**src/design/assert_macros.svh**
```systemverilog
// Assertion macros shared by the DMX transmitter RTL.
// Expects clk and rst_n in the scope of use.
`ifndef ASSERT_MACROS_SVH
`define ASSERT_MACROS_SVH

// pre holds -> post holds in the same cycle
`define DMX_ASSERT_IMPLIES(name, pre, post, msg) \
    name: assert property (@(posedge clk) disable iff (!rst_n) (pre) |-> (post)) \
        else $error(msg);

// pre holds -> post holds in the next cycle
`define DMX_ASSERT_NEXT(name, pre, post, msg) \
    name: assert property (@(posedge clk) disable iff (!rst_n) (pre) |=> (post)) \
        else $error(msg);

`endif

```
**src/design/dmx_pkg.sv**
```systemverilog
// Shared types and constants of the DMX512 frame transmitter.
// No dependencies.
package dmx_pkg;

    typedef enum logic [1:0] {
        OP_TICK        = 2'd0,
        OP_WRITE       = 2'd1,
        OP_SET_HIGHEST = 2'd2,
        OP_NOP         = 2'd3
    } op_t;

    localparam logic CFG_BURST_PERIOD = 1'b0;
    localparam logic CFG_BURST_BUDGET = 1'b1;

    localparam int NUM_CHANNELS_DEF = 512;
    localparam int BREAK_BITS_DEF   = 22;
    localparam int SLOT_BITS        = 11;
    localparam int MAB_BITS         = 2;

    localparam int CH_W  = 10;
    localparam int VAL_W = 8;
    localparam int CFG_W = 16;

    localparam logic [CFG_W-1:0] PERIOD_RST  = 16'd510;
    localparam logic [CFG_W-1:0] BUDGET_RST  = 16'd127;
    localparam logic [CH_W-1:0]  HIGHEST_RST = 10'd16;

    typedef struct packed {
        logic            line_level;
        logic            slot_active;
        logic [CH_W-1:0] slot_number;
    } result_t;

    typedef struct packed {
        logic load_pending;
        logic in_slot;
    } core_status_t;

endpackage

```
**src/design/dmx_ram.sv**
```systemverilog
// Generic single-write, single-read RAM with registered read data.
// No dependencies.
module dmx_ram #(
    parameter int WIDTH = 8,
    parameter int DEPTH = 512,
    localparam int AW = (DEPTH > 1) ? $clog2(DEPTH) : 1
) (
    input  logic             clk,
    input  logic             we,
    input  logic [AW-1:0]    waddr,
    input  logic [WIDTH-1:0] wdata,
    input  logic [AW-1:0]    raddr,
    output logic [WIDTH-1:0] rdata
);

    logic [WIDTH-1:0] mem [DEPTH];
    logic [WIDTH-1:0] rdata_reg;

    always_ff @(posedge clk)
    begin
        if (we)
        begin
            mem[waddr] <= wdata;
        end
        rdata_reg <= mem[raddr];
    end

    assign rdata = rdata_reg;

endmodule

```
**src/design/dmx_clr.sv**
```systemverilog
// Post-reset clearing sweep over the channel store, one entry per cycle.
// No dependencies.
module dmx_clr #(
    parameter int DEPTH = 512,
    localparam int AW = (DEPTH > 1) ? $clog2(DEPTH) : 1
) (
    input  logic          clk,
    input  logic          rst_n,
    output logic          busy,
    output logic [AW-1:0] addr
);

    localparam logic [AW-1:0] LAST = AW'(DEPTH - 1);

    logic          busy_reg, busy_next;
    logic [AW-1:0] cnt_reg, cnt_next;

    always_comb
    begin
        busy_next = busy_reg;
        cnt_next  = cnt_reg;
        if (busy_reg)
        begin
            if (cnt_reg == LAST)
            begin
                busy_next = 1'b0;
            end
            else
            begin
                cnt_next = cnt_reg + AW'(1);
            end
        end
    end

    always_ff @(posedge clk or negedge rst_n)
    begin
        if (!rst_n)
        begin
            busy_reg <= 1'b1;
            cnt_reg  <= '0;
        end
        else
        begin
            busy_reg <= busy_next;
            cnt_reg  <= cnt_next;
        end
    end

    assign busy = busy_reg;
    assign addr = cnt_reg;

endmodule

```
**src/design/dmx_core.sv**
```systemverilog
// Frame sequencer of the DMX transmitter: burst timing, slot state and line level.
// Depends on dmx_pkg; drives the channel store ports of dmx_ram.
module dmx_core #(
    parameter int NUM_CHANNELS = dmx_pkg::NUM_CHANNELS_DEF,
    parameter int BREAK_BITS   = dmx_pkg::BREAK_BITS_DEF,
    localparam int AW = (NUM_CHANNELS > 1) ? $clog2(NUM_CHANNELS) : 1
) (
    input  logic                        clk,
    input  logic                        rst_n,
    input  logic                        accept,
    input  logic [1:0]                  operation,
    input  logic [dmx_pkg::CH_W-1:0]    channel,
    input  logic [dmx_pkg::VAL_W-1:0]   value,
    input  logic                        cfg_we,
    input  logic                        cfg_index,
    input  logic [dmx_pkg::CFG_W-1:0]   cfg_data,
    output logic                        st_we,
    output logic [AW-1:0]               st_waddr,
    output logic [dmx_pkg::VAL_W-1:0]   st_wdata,
    output logic [AW-1:0]               st_raddr,
    input  logic [dmx_pkg::VAL_W-1:0]   st_rdata,
    output dmx_pkg::result_t            result,
    output dmx_pkg::core_status_t       status
);

    localparam int BIT_W = $clog2(BREAK_BITS + dmx_pkg::MAB_BITS + dmx_pkg::SLOT_BITS + 1);
    localparam int CH_W  = dmx_pkg::CH_W;
    localparam int CW    = dmx_pkg::CFG_W;

    localparam logic [CH_W-1:0]  NCH       = CH_W'(NUM_CHANNELS);
    localparam logic [BIT_W-1:0] BRK       = BIT_W'(BREAK_BITS);
    localparam logic [BIT_W-1:0] BRK_MAB   = BIT_W'(BREAK_BITS + dmx_pkg::MAB_BITS);
    localparam logic [BIT_W-1:0] HEAD_LEN  =
        BIT_W'(BREAK_BITS + dmx_pkg::MAB_BITS + dmx_pkg::SLOT_BITS);
    localparam logic [BIT_W-1:0] SLOT_LEN  = BIT_W'(dmx_pkg::SLOT_BITS);
    localparam logic [CW-1:0]    HEAD_COST =
        CW'(BREAK_BITS + dmx_pkg::MAB_BITS + dmx_pkg::SLOT_BITS);
    localparam logic [CW-1:0]    SLOT_COST = CW'(dmx_pkg::SLOT_BITS);

    // Level of bit pos within the current slot.
    function automatic logic level_of(input logic act, input logic head,
                                      input logic [BIT_W-1:0] pos,
                                      input logic [dmx_pkg::VAL_W-1:0] b);
        logic [BIT_W-1:0] p;
        logic [BIT_W-1:0] pm1;
        logic             lv;
        p   = head ? (pos - BRK_MAB) : pos;
        pm1 = p - BIT_W'(1);
        if (!act)
            lv = 1'b1;
        else if (head && pos < BRK)
            lv = 1'b0;
        else if (head && pos < BRK_MAB)
            lv = 1'b1;
        else if (p == '0)
            lv = 1'b0;
        else if (p <= BIT_W'(8))
            lv = b[pm1[2:0]];
        else
            lv = 1'b1;
        return lv;
    endfunction

    dmx_pkg::op_t op;

    logic [CW-1:0]    period_reg, period_next;
    logic [CW-1:0]    budget_reg, budget_next;
    logic [CH_W-1:0]  highest_reg, highest_next;
    logic             running_reg, running_next;
    logic [CH_W-1:0]  slot_reg, slot_next;
    logic [BIT_W-1:0] bitpos_reg, bitpos_next;
    logic             in_slot_reg, in_slot_next;
    logic [7:0]       shift_reg, shift_next;
    logic [CW-1:0]    left_reg, left_next;
    logic [CW-1:0]    pcount_reg, pcount_next;
    logic             over_reg, over_next;
    logic             pending_reg, pending_next;

    logic [CW-1:0]    period_eff, budget_sat, pc_inc, left_open, cost;
    logic             wrap, opening, over_open, is_tick, want, fits, start;
    logic             head, emit_in_slot, level;
    logic [BIT_W-1:0] emit_pos, pos_inc, slot_len;
    logic [CH_W:0]    slot_inc;
    logic [7:0]       shift_eff;
    logic             store_zero;

    assign op         = dmx_pkg::op_t'(operation);
    assign shift_eff  = pending_reg ? st_rdata : shift_reg;
    assign head       = (slot_reg == '0);
    assign period_eff = (period_reg == '0) ? CW'(1) : period_reg;
    assign budget_sat = (budget_reg < period_eff) ? budget_reg : period_eff;
    assign pc_inc     = pcount_reg + CW'(1);
    assign wrap       = (pc_inc >= period_eff);
    assign opening    = wrap && running_reg;
    assign left_open  = opening ? budget_sat : left_reg;
    assign over_open  = opening ? 1'b0 : over_reg;
    assign cost       = head ? HEAD_COST : SLOT_COST;
    assign is_tick    = (op == dmx_pkg::OP_TICK);
    assign want       = !in_slot_reg && running_reg && !over_open;
    assign fits       = (left_open >= cost);
    assign start      = is_tick && want && fits;
    assign store_zero = head || (slot_reg > NCH);

    assign emit_in_slot = in_slot_reg || start;
    assign emit_pos     = start ? '0 : bitpos_reg;
    assign pos_inc      = emit_pos + BIT_W'(1);
    assign slot_len     = head ? HEAD_LEN : SLOT_LEN;
    assign slot_inc     = {1'b0, slot_reg} + (CH_W+1)'(1);
    assign level        = level_of(emit_in_slot, head, emit_pos, shift_eff);

    assign result.line_level  = level;
    assign result.slot_active = emit_in_slot;
    assign result.slot_number = slot_reg;

    // Channel store read for the slot being started; data lands in the next cycle.
    assign st_raddr = AW'(slot_reg - CH_W'(1));
    assign st_waddr = AW'(channel - CH_W'(1));
    assign st_wdata = value;

    always_comb
    begin
        period_next  = period_reg;
        budget_next  = budget_reg;
        highest_next = highest_reg;
        running_next = running_reg;
        slot_next    = slot_reg;
        bitpos_next  = bitpos_reg;
        in_slot_next = in_slot_reg;
        shift_next   = shift_eff;
        left_next    = left_reg;
        pcount_next  = pcount_reg;
        over_next    = over_reg;
        pending_next = 1'b0;
        st_we        = 1'b0;

        if (cfg_we)
        begin
            case (cfg_index)
                dmx_pkg::CFG_BURST_PERIOD: period_next = cfg_data;
                dmx_pkg::CFG_BURST_BUDGET: budget_next = cfg_data;
                default: ;
            endcase
        end

        if (accept)
        begin
            case (op)
                dmx_pkg::OP_TICK:
                begin
                    pcount_next = wrap ? '0 : pc_inc;
                    left_next   = left_open;
                    over_next   = over_open;
                    if (want)
                    begin
                        if (fits)
                        begin
                            left_next = left_open - cost;
                            if (store_zero)
                            begin
                                shift_next = '0;
                            end
                            else
                            begin
                                pending_next = 1'b1;
                            end
                        end
                        else
                        begin
                            over_next = 1'b1;
                        end
                    end
                    if (emit_in_slot)
                    begin
                        in_slot_next = 1'b1;
                        bitpos_next  = pos_inc;
                        if (pos_inc >= slot_len)
                        begin
                            in_slot_next = 1'b0;
                            bitpos_next  = '0;
                            // Close the frame after the highest channel.
                            if (slot_inc > {1'b0, highest_reg})
                            begin
                                slot_next = '0;
                                over_next = 1'b1;
                            end
                            else
                            begin
                                slot_next = slot_inc[CH_W-1:0];
                            end
                        end
                    end
                end
                dmx_pkg::OP_WRITE:
                begin
                    running_next = 1'b1;
                    if (channel != '0 && channel <= NCH)
                    begin
                        st_we = 1'b1;
                        if (channel > highest_reg)
                        begin
                            highest_next = channel;
                        end
                    end
                end
                dmx_pkg::OP_SET_HIGHEST:
                begin
                    if (channel == '0)
                    begin
                        running_next = 1'b0;
                        highest_next = '0;
                        over_next    = 1'b1;
                    end
                    else
                    begin
                        running_next = 1'b1;
                        highest_next = (channel > NCH) ? NCH : channel;
                    end
                end
                default: ;
            endcase
        end
    end

    always_ff @(posedge clk or negedge rst_n)
    begin
        if (!rst_n)
        begin
            period_reg  <= dmx_pkg::PERIOD_RST;
            budget_reg  <= dmx_pkg::BUDGET_RST;
            highest_reg <= dmx_pkg::HIGHEST_RST;
            running_reg <= 1'b0;
            slot_reg    <= '0;
            bitpos_reg  <= '0;
            in_slot_reg <= 1'b0;
            shift_reg   <= '0;
            left_reg    <= '0;
            pcount_reg  <= '0;
            over_reg    <= 1'b1;
            pending_reg <= 1'b0;
        end
        else
        begin
            period_reg  <= period_next;
            budget_reg  <= budget_next;
            highest_reg <= highest_next;
            running_reg <= running_next;
            slot_reg    <= slot_next;
            bitpos_reg  <= bitpos_next;
            in_slot_reg <= in_slot_next;
            shift_reg   <= shift_next;
            left_reg    <= left_next;
            pcount_reg  <= pcount_next;
            over_reg    <= over_next;
            pending_reg <= pending_next;
        end
    end

    assign status.load_pending = pending_reg;
    assign status.in_slot      = in_slot_reg;

endmodule

```
**src/design/dmx512_frame_transmitter_unit.sv**
```systemverilog
// Top level of the DMX512 frame transmitter: handshakes, store, result register.
// Depends on dmx_pkg, dmx_ram, dmx_clr, dmx_core and assert_macros.svh.
//
// One item per clock: a bit-period tick, a channel level write or a set of the
// highest channel. Every accepted item yields one result (line level, slot
// active, slot number) in the result register on the next cycle; the input side
// keeps accepting while that result waits, and stalls only while the store is
// being cleared or when the result register is full and out_stall holds it. The
// 512-entry channel store is a RAM; after reset a clearing sweep writes zero to
// it one entry per cycle, so in_stall stays high until all NUM_CHANNELS entries
// are cleared, while configuration writes are still taken. A channel byte is
// fetched from the store on the tick that starts its slot and is latched in the
// next cycle, before the first data bit goes out. Burst timing, budgets and slot
// sequencing all live in dmx_core.
`include "assert_macros.svh"

module dmx512_frame_transmitter_unit #(
    parameter int NUM_CHANNELS = dmx_pkg::NUM_CHANNELS_DEF,
    parameter int BREAK_BITS   = dmx_pkg::BREAK_BITS_DEF
) (
    input  logic                      clk,
    input  logic                      rst_n,
    input  logic                      in_valid,
    output logic                      in_stall,
    input  logic [1:0]                operation,
    input  logic [dmx_pkg::CH_W-1:0]  channel,
    input  logic [dmx_pkg::VAL_W-1:0] value,
    output logic                      out_valid,
    input  logic                      out_stall,
    output logic                      line_level,
    output logic                      slot_active,
    output logic [dmx_pkg::CH_W-1:0]  slot_number,
    input  logic                      cfg_we,
    input  logic                      cfg_index,
    input  logic [dmx_pkg::CFG_W-1:0] cfg_data
);

    localparam int AW = (NUM_CHANNELS > 1) ? $clog2(NUM_CHANNELS) : 1;

    logic                      accept;
    logic                      clr_busy;
    logic [AW-1:0]             clr_addr;
    logic                      core_we;
    logic [AW-1:0]             core_waddr;
    logic [dmx_pkg::VAL_W-1:0] core_wdata;
    logic [AW-1:0]             st_raddr;
    logic [dmx_pkg::VAL_W-1:0] st_rdata;
    logic                      ram_we;
    logic [AW-1:0]             ram_waddr;
    logic [dmx_pkg::VAL_W-1:0] ram_wdata;
    dmx_pkg::result_t          core_result;
    dmx_pkg::core_status_t     core_status;

    logic                      out_valid_reg, out_valid_next;
    dmx_pkg::result_t          result_reg;

    // Hold the input while the store is being cleared or a result is blocked.
    assign in_stall = clr_busy || (out_valid_reg && out_stall);
    assign accept   = in_valid && !in_stall;

    dmx_clr #(
        .DEPTH (NUM_CHANNELS)
    ) u_clr (
        .clk   (clk),
        .rst_n (rst_n),
        .busy  (clr_busy),
        .addr  (clr_addr)
    );

    // The sweep owns the write port while busy; no item is accepted then.
    assign ram_we    = clr_busy || core_we;
    assign ram_waddr = clr_busy ? clr_addr : core_waddr;
    assign ram_wdata = clr_busy ? '0 : core_wdata;

    dmx_ram #(
        .WIDTH (dmx_pkg::VAL_W),
        .DEPTH (NUM_CHANNELS)
    ) u_store (
        .clk   (clk),
        .we    (ram_we),
        .waddr (ram_waddr),
        .wdata (ram_wdata),
        .raddr (st_raddr),
        .rdata (st_rdata)
    );

    dmx_core #(
        .NUM_CHANNELS (NUM_CHANNELS),
        .BREAK_BITS   (BREAK_BITS)
    ) u_core (
        .clk       (clk),
        .rst_n     (rst_n),
        .accept    (accept),
        .operation (operation),
        .channel   (channel),
        .value     (value),
        .cfg_we    (cfg_we),
        .cfg_index (cfg_index),
        .cfg_data  (cfg_data),
        .st_we     (core_we),
        .st_waddr  (core_waddr),
        .st_wdata  (core_wdata),
        .st_raddr  (st_raddr),
        .st_rdata  (st_rdata),
        .result    (core_result),
        .status    (core_status)
    );

    // Result register: load on accept, drain when the consumer takes the item.
    always_comb
    begin
        if (accept)
            out_valid_next = 1'b1;
        else if (out_stall)
            out_valid_next = out_valid_reg;
        else
            out_valid_next = 1'b0;
    end

    always_ff @(posedge clk or negedge rst_n)
    begin
        if (!rst_n)
        begin
            out_valid_reg <= 1'b0;
        end
        else
        begin
            out_valid_reg <= out_valid_next;
        end
    end

    always_ff @(posedge clk)
    begin
        if (accept)
        begin
            result_reg <= core_result;
        end
    end

    assign out_valid   = out_valid_reg;
    assign line_level  = result_reg.line_level;
    assign slot_active = result_reg.slot_active;
    assign slot_number = result_reg.slot_number;

    `DMX_ASSERT_IMPLIES(a_no_accept_in_clear, clr_busy, in_stall, "item taken in store clear")
    `DMX_ASSERT_IMPLIES(a_fetch_in_slot, core_status.load_pending, core_status.in_slot, "stray fetch")
    `DMX_ASSERT_IMPLIES(a_low_in_slot, out_valid && !line_level, slot_active, "low outside slot")
    `DMX_ASSERT_NEXT(a_accept_gives_result, accept, out_valid, "accepted item produced no result")

endmodule
```
**config.mk**
```make
export PLATFORM = sky130hd
export DESIGN_NAME = dmx512_frame_transmitter_unit
export DESIGN_NICKNAME = d
export VERILOG_FILES = /design/src/design/dmx_pkg.sv /design/src/design/dmx_ram.sv /design/src/design/dmx_clr.sv /design/src/design/dmx_core.sv /design/src/design/dmx512_frame_transmitter_unit.sv
export VERILOG_INCLUDE_DIRS = /design/src /design/src/design
export SDC_FILE = /design/constraint.sdc
export NUM_CORES = 2
export LEC_CHECK = 0
export BUFFER_PORTS_ARGS = -buffer_cell sky130_fd_sc_hd__buf_2
export CORE_MARGIN = 3
export CORE_UTILIZATION = 60
export DETAILED_ROUTE_END_ITERATION = 8
export PLACE_DENSITY_LB_ADDON = 0.15
export SETUP_SLACK_MARGIN = 0.4
export SKIP_CTS_REPAIR_TIMING = 1
export SYNTH_ARGS = -nofsm -noshare
export SYNTH_HDL_FRONTEND = slang
export SYNTH_HIERARCHICAL = 1
export SYNTH_SLANG_ARGS = --single-unit
```
**constraint.sdc**
```tcl
create_clock -name clk -period 33.4 [get_ports clk]
set_input_delay 1.67 -clock clk [delete_from_list [all_inputs] [get_ports clk]]
set_output_delay 1.67 -clock clk [all_outputs]
set_load 0.1 [all_outputs]
```
==> flow_summary_export.csv <==
group,metric,value,unit
floorplan,fp-row-count,194,
floorplan,die_y,537,um
global_route,globalRouteTotalUtil,29.4,%
global_route,grt_pass1_wl,619,mm
final_layout,fillers,18110,
yosys,yosys_warnings,6,
timing,min_period,8.20,ns
final_layout,drive_gt1_share,16.7,%
setup_path,cpPeakStageDelay,0.66,ns
setup_path,cp_slowest_cell,"o21bai_2",
timing,rsz0062_at_grt,"no",
setup_path,path_buf_inv,1,
timing,fmaxAchievable,0.122,GHz
floorplan,die-area,288000,um^2
setup_path,r2r-end,"u_core/slot_reg[9]",
yosys,synth_area_per_cell,18.7,um^2
timing,setup_violations,0,
global_route,overflow,0,
setup_path,crit_required,34.19,ns
route,wl_per_cell,32.2,um
setup_path,cp_top_family,"compound AO/OA/AOI/OAI gates",
floorplan,core,280000,um^2
floorplan,initial_utilization,60.4,%
route,ant_nets,0,
global_route,antenna_found_initial,24,
cts,worstSkewPairLatency,0.95,ns
cts,clk_pin_slew_worst_paths,0.06,ns
route,post-route-drc-count,0,
route,firstDrtPassIters,6,
global_route,use_met2,43.8,%
route,routed_via_density,6.84,
timing,finClkSkew,0.0451,ns
final_layout,syn2layout_area_growth,9.95,%
timing,finalHoldViolations,0,
timing,setup_tns,0,ns
hold_path,whs_path_depth,2,
route,drt-total-wl,424,mm
setup_path,path_max_fanout,36,
yosys,synth_cells,9034,
timing,hold_ws,0.486,ns
floorplan,die_w,537,um
setup_path,critPathKind,"flip-flop to flip-flop",
global_route,grt_max_degree,240,
power,power_density,64.9,nW/um^2
yosys,syn-cell-area,169000,um^2
power,cellLeakagePower,0.0640,uW
global_route,grt_pass1_vias,87713,
final_layout,largest_reg_flops,4096,
setup_path,regToRegSetupSlack,25.20,ns
power,ir_worst_vdd,0.0440,mV
timing,worst_pin_slew,1.69,ns
job,drv_cap,1,
setup_path,cp-start-kind,"flip-flop",
setup_path,cp_common_cell,"ha_1",
timing,slew_headroom,-12.7,%
floorplan,pin_count,56,
cts,cts-root-buf,"clkbuf_16",
setup_path,crit_arrival,8.99,ns
final_layout,nets,9209,
timing,finalCritPeriodShare,24.5,%
route,drt_first_iter_violations,12481,
setup_path,r2r-start,"u_core/pcount_reg[0]",
setup_path,worst_r2r_path_depth,30,
hold_path,hp-start,"u_core/left_reg[5]",
place,numPortBuffers,55,
final_layout,largest-register,"u_store/mem",
hold_path,hp-class,"flip-flop to flip-flop",
cts,clock_sinks,4229,
cts,numCtsBuffers,413,
cts,cts_htree_levels,5,
place,gp_congestion,0.894,
cts,clk_path_buf_depth,4,
timing,maxSlewViolCount,105,
global_route,grt_use_met3,7.29,%
global_route,use_met1,43.6,%
setup_path,endpoint_kind,"flip-flop",
yosys,syn_nets,9146,
global_route,gr-max-usage-layer,"met2",
run_status,violations,"max-capacitance violations, max-slew violations",
hold_path,min_to,"u_core/left_reg[5]",
place,dp.final_hpwl,253,mm
route,vias,90020,
run_status,status,"finished, violations left",
cts,cts_tree,"done",
==> worst register-to-register path: cells and delay by family (launching register included) <==
| kind | cells | cell delay (ns) |
|---|---|---|
| AND/OR/NAND/NOR | 11 | 2.38 |
| AO/OA/AOI/OAI | 9 | 2.56 |
| adder cells (fa/ha/maj) | 5 | 1.40 |
| flip-flops | 1 | 0.45 |
| buffers and inverters | 1 | 0.34 |
| XOR/XNOR | 2 | 0.45 |
| multiplexers | 2 | 0.51 |
==> per-stage QoR <==
step	std cells	setup slack [ns]	area, um^2	total power (uW)	utilization (%)
3_3_place_gp	12403	25.01	173000	7560	61.7
5_1_grt	13160	24.69	186000	12400	66.4
4_1_cts	13158	25.27	186000	12100	66.4
6_report	13167	25.20	186000	12100	66.5
2_1_floorplan	9034	16.49	169000	7160	-
3_5_place_dp	12406	25.24	173000	7580	61.7
==> area by class of cell <==
type | count | area, um^2 | area share [%]
antenna | 9 | 22.5 | 0.0121
clock buffer | 517 | 10900 | 5.88
clock inverter | 235 | 2360 | 1.27
inverter | 49 | 206 | 0.111
multi-input combinational | 4188 | 39800 | 21.4
sequential | 4229 | 126000 | 67.9
tap | 3724 | 4660 | 2.51
timing repair buffer | 216 | 1670 | 0.899
==> report_power, final <==
part	internal, uW	leakage (uW)	total, uW	switching [uW]
combinational	596	0.0191	1570	977
clock	2640	0.00647	4590	1950
sequential	5850	0.0384	5910	55.1
total	9090	0.0640	12100	2980
==> layout by cell type (no fill, tap or decap), drive strengths merged, types with 54 or more instances in the layout <==
master and count:
clkbuf 517, ha 70, mux4 656, o22ai 166, nor2 653, buf 216
edfxtp 4108, a21oi 226, o21ai 204, nand2 224, mux2i 822, a22oi 71
o221ai 373, nand4 54, dfrtp 95, clkinv 164, nor3 133, nand3 77
inv 64
==> per-layer routing <==
layer / up-vias / routed length [um]
met1: 46764 / 165000
met3: 815 / 48900
met4: 6 / 15100
met2: 5208 / 195000
li1: 37227 / -
met5: - / 47
==> worst max path at each step <==
stage | start | endpoint | slack (ns) | depth (start not counted)
after global placement | u_core/slot_reg[0] | u_store/rdata[5] | 25.01 | 12
after floorplan | value[0] | u_store/mem[0][0] | 16.49 | 2
after CTS | u_core/slot_reg[0] | u_store/rdata[2] | 25.27 | 12
after detailed placement | u_core/slot_reg[0] | u_store/rdata[2] | 25.24 | 12
final | u_core/pcount_reg[0] | u_core/slot_reg[9] | 25.20 | 30
after global routing | u_core/pcount_reg[0] | u_core/slot_reg[9] | 24.69 | 30
Note: power is estimated with default switching activity, not from simulation.
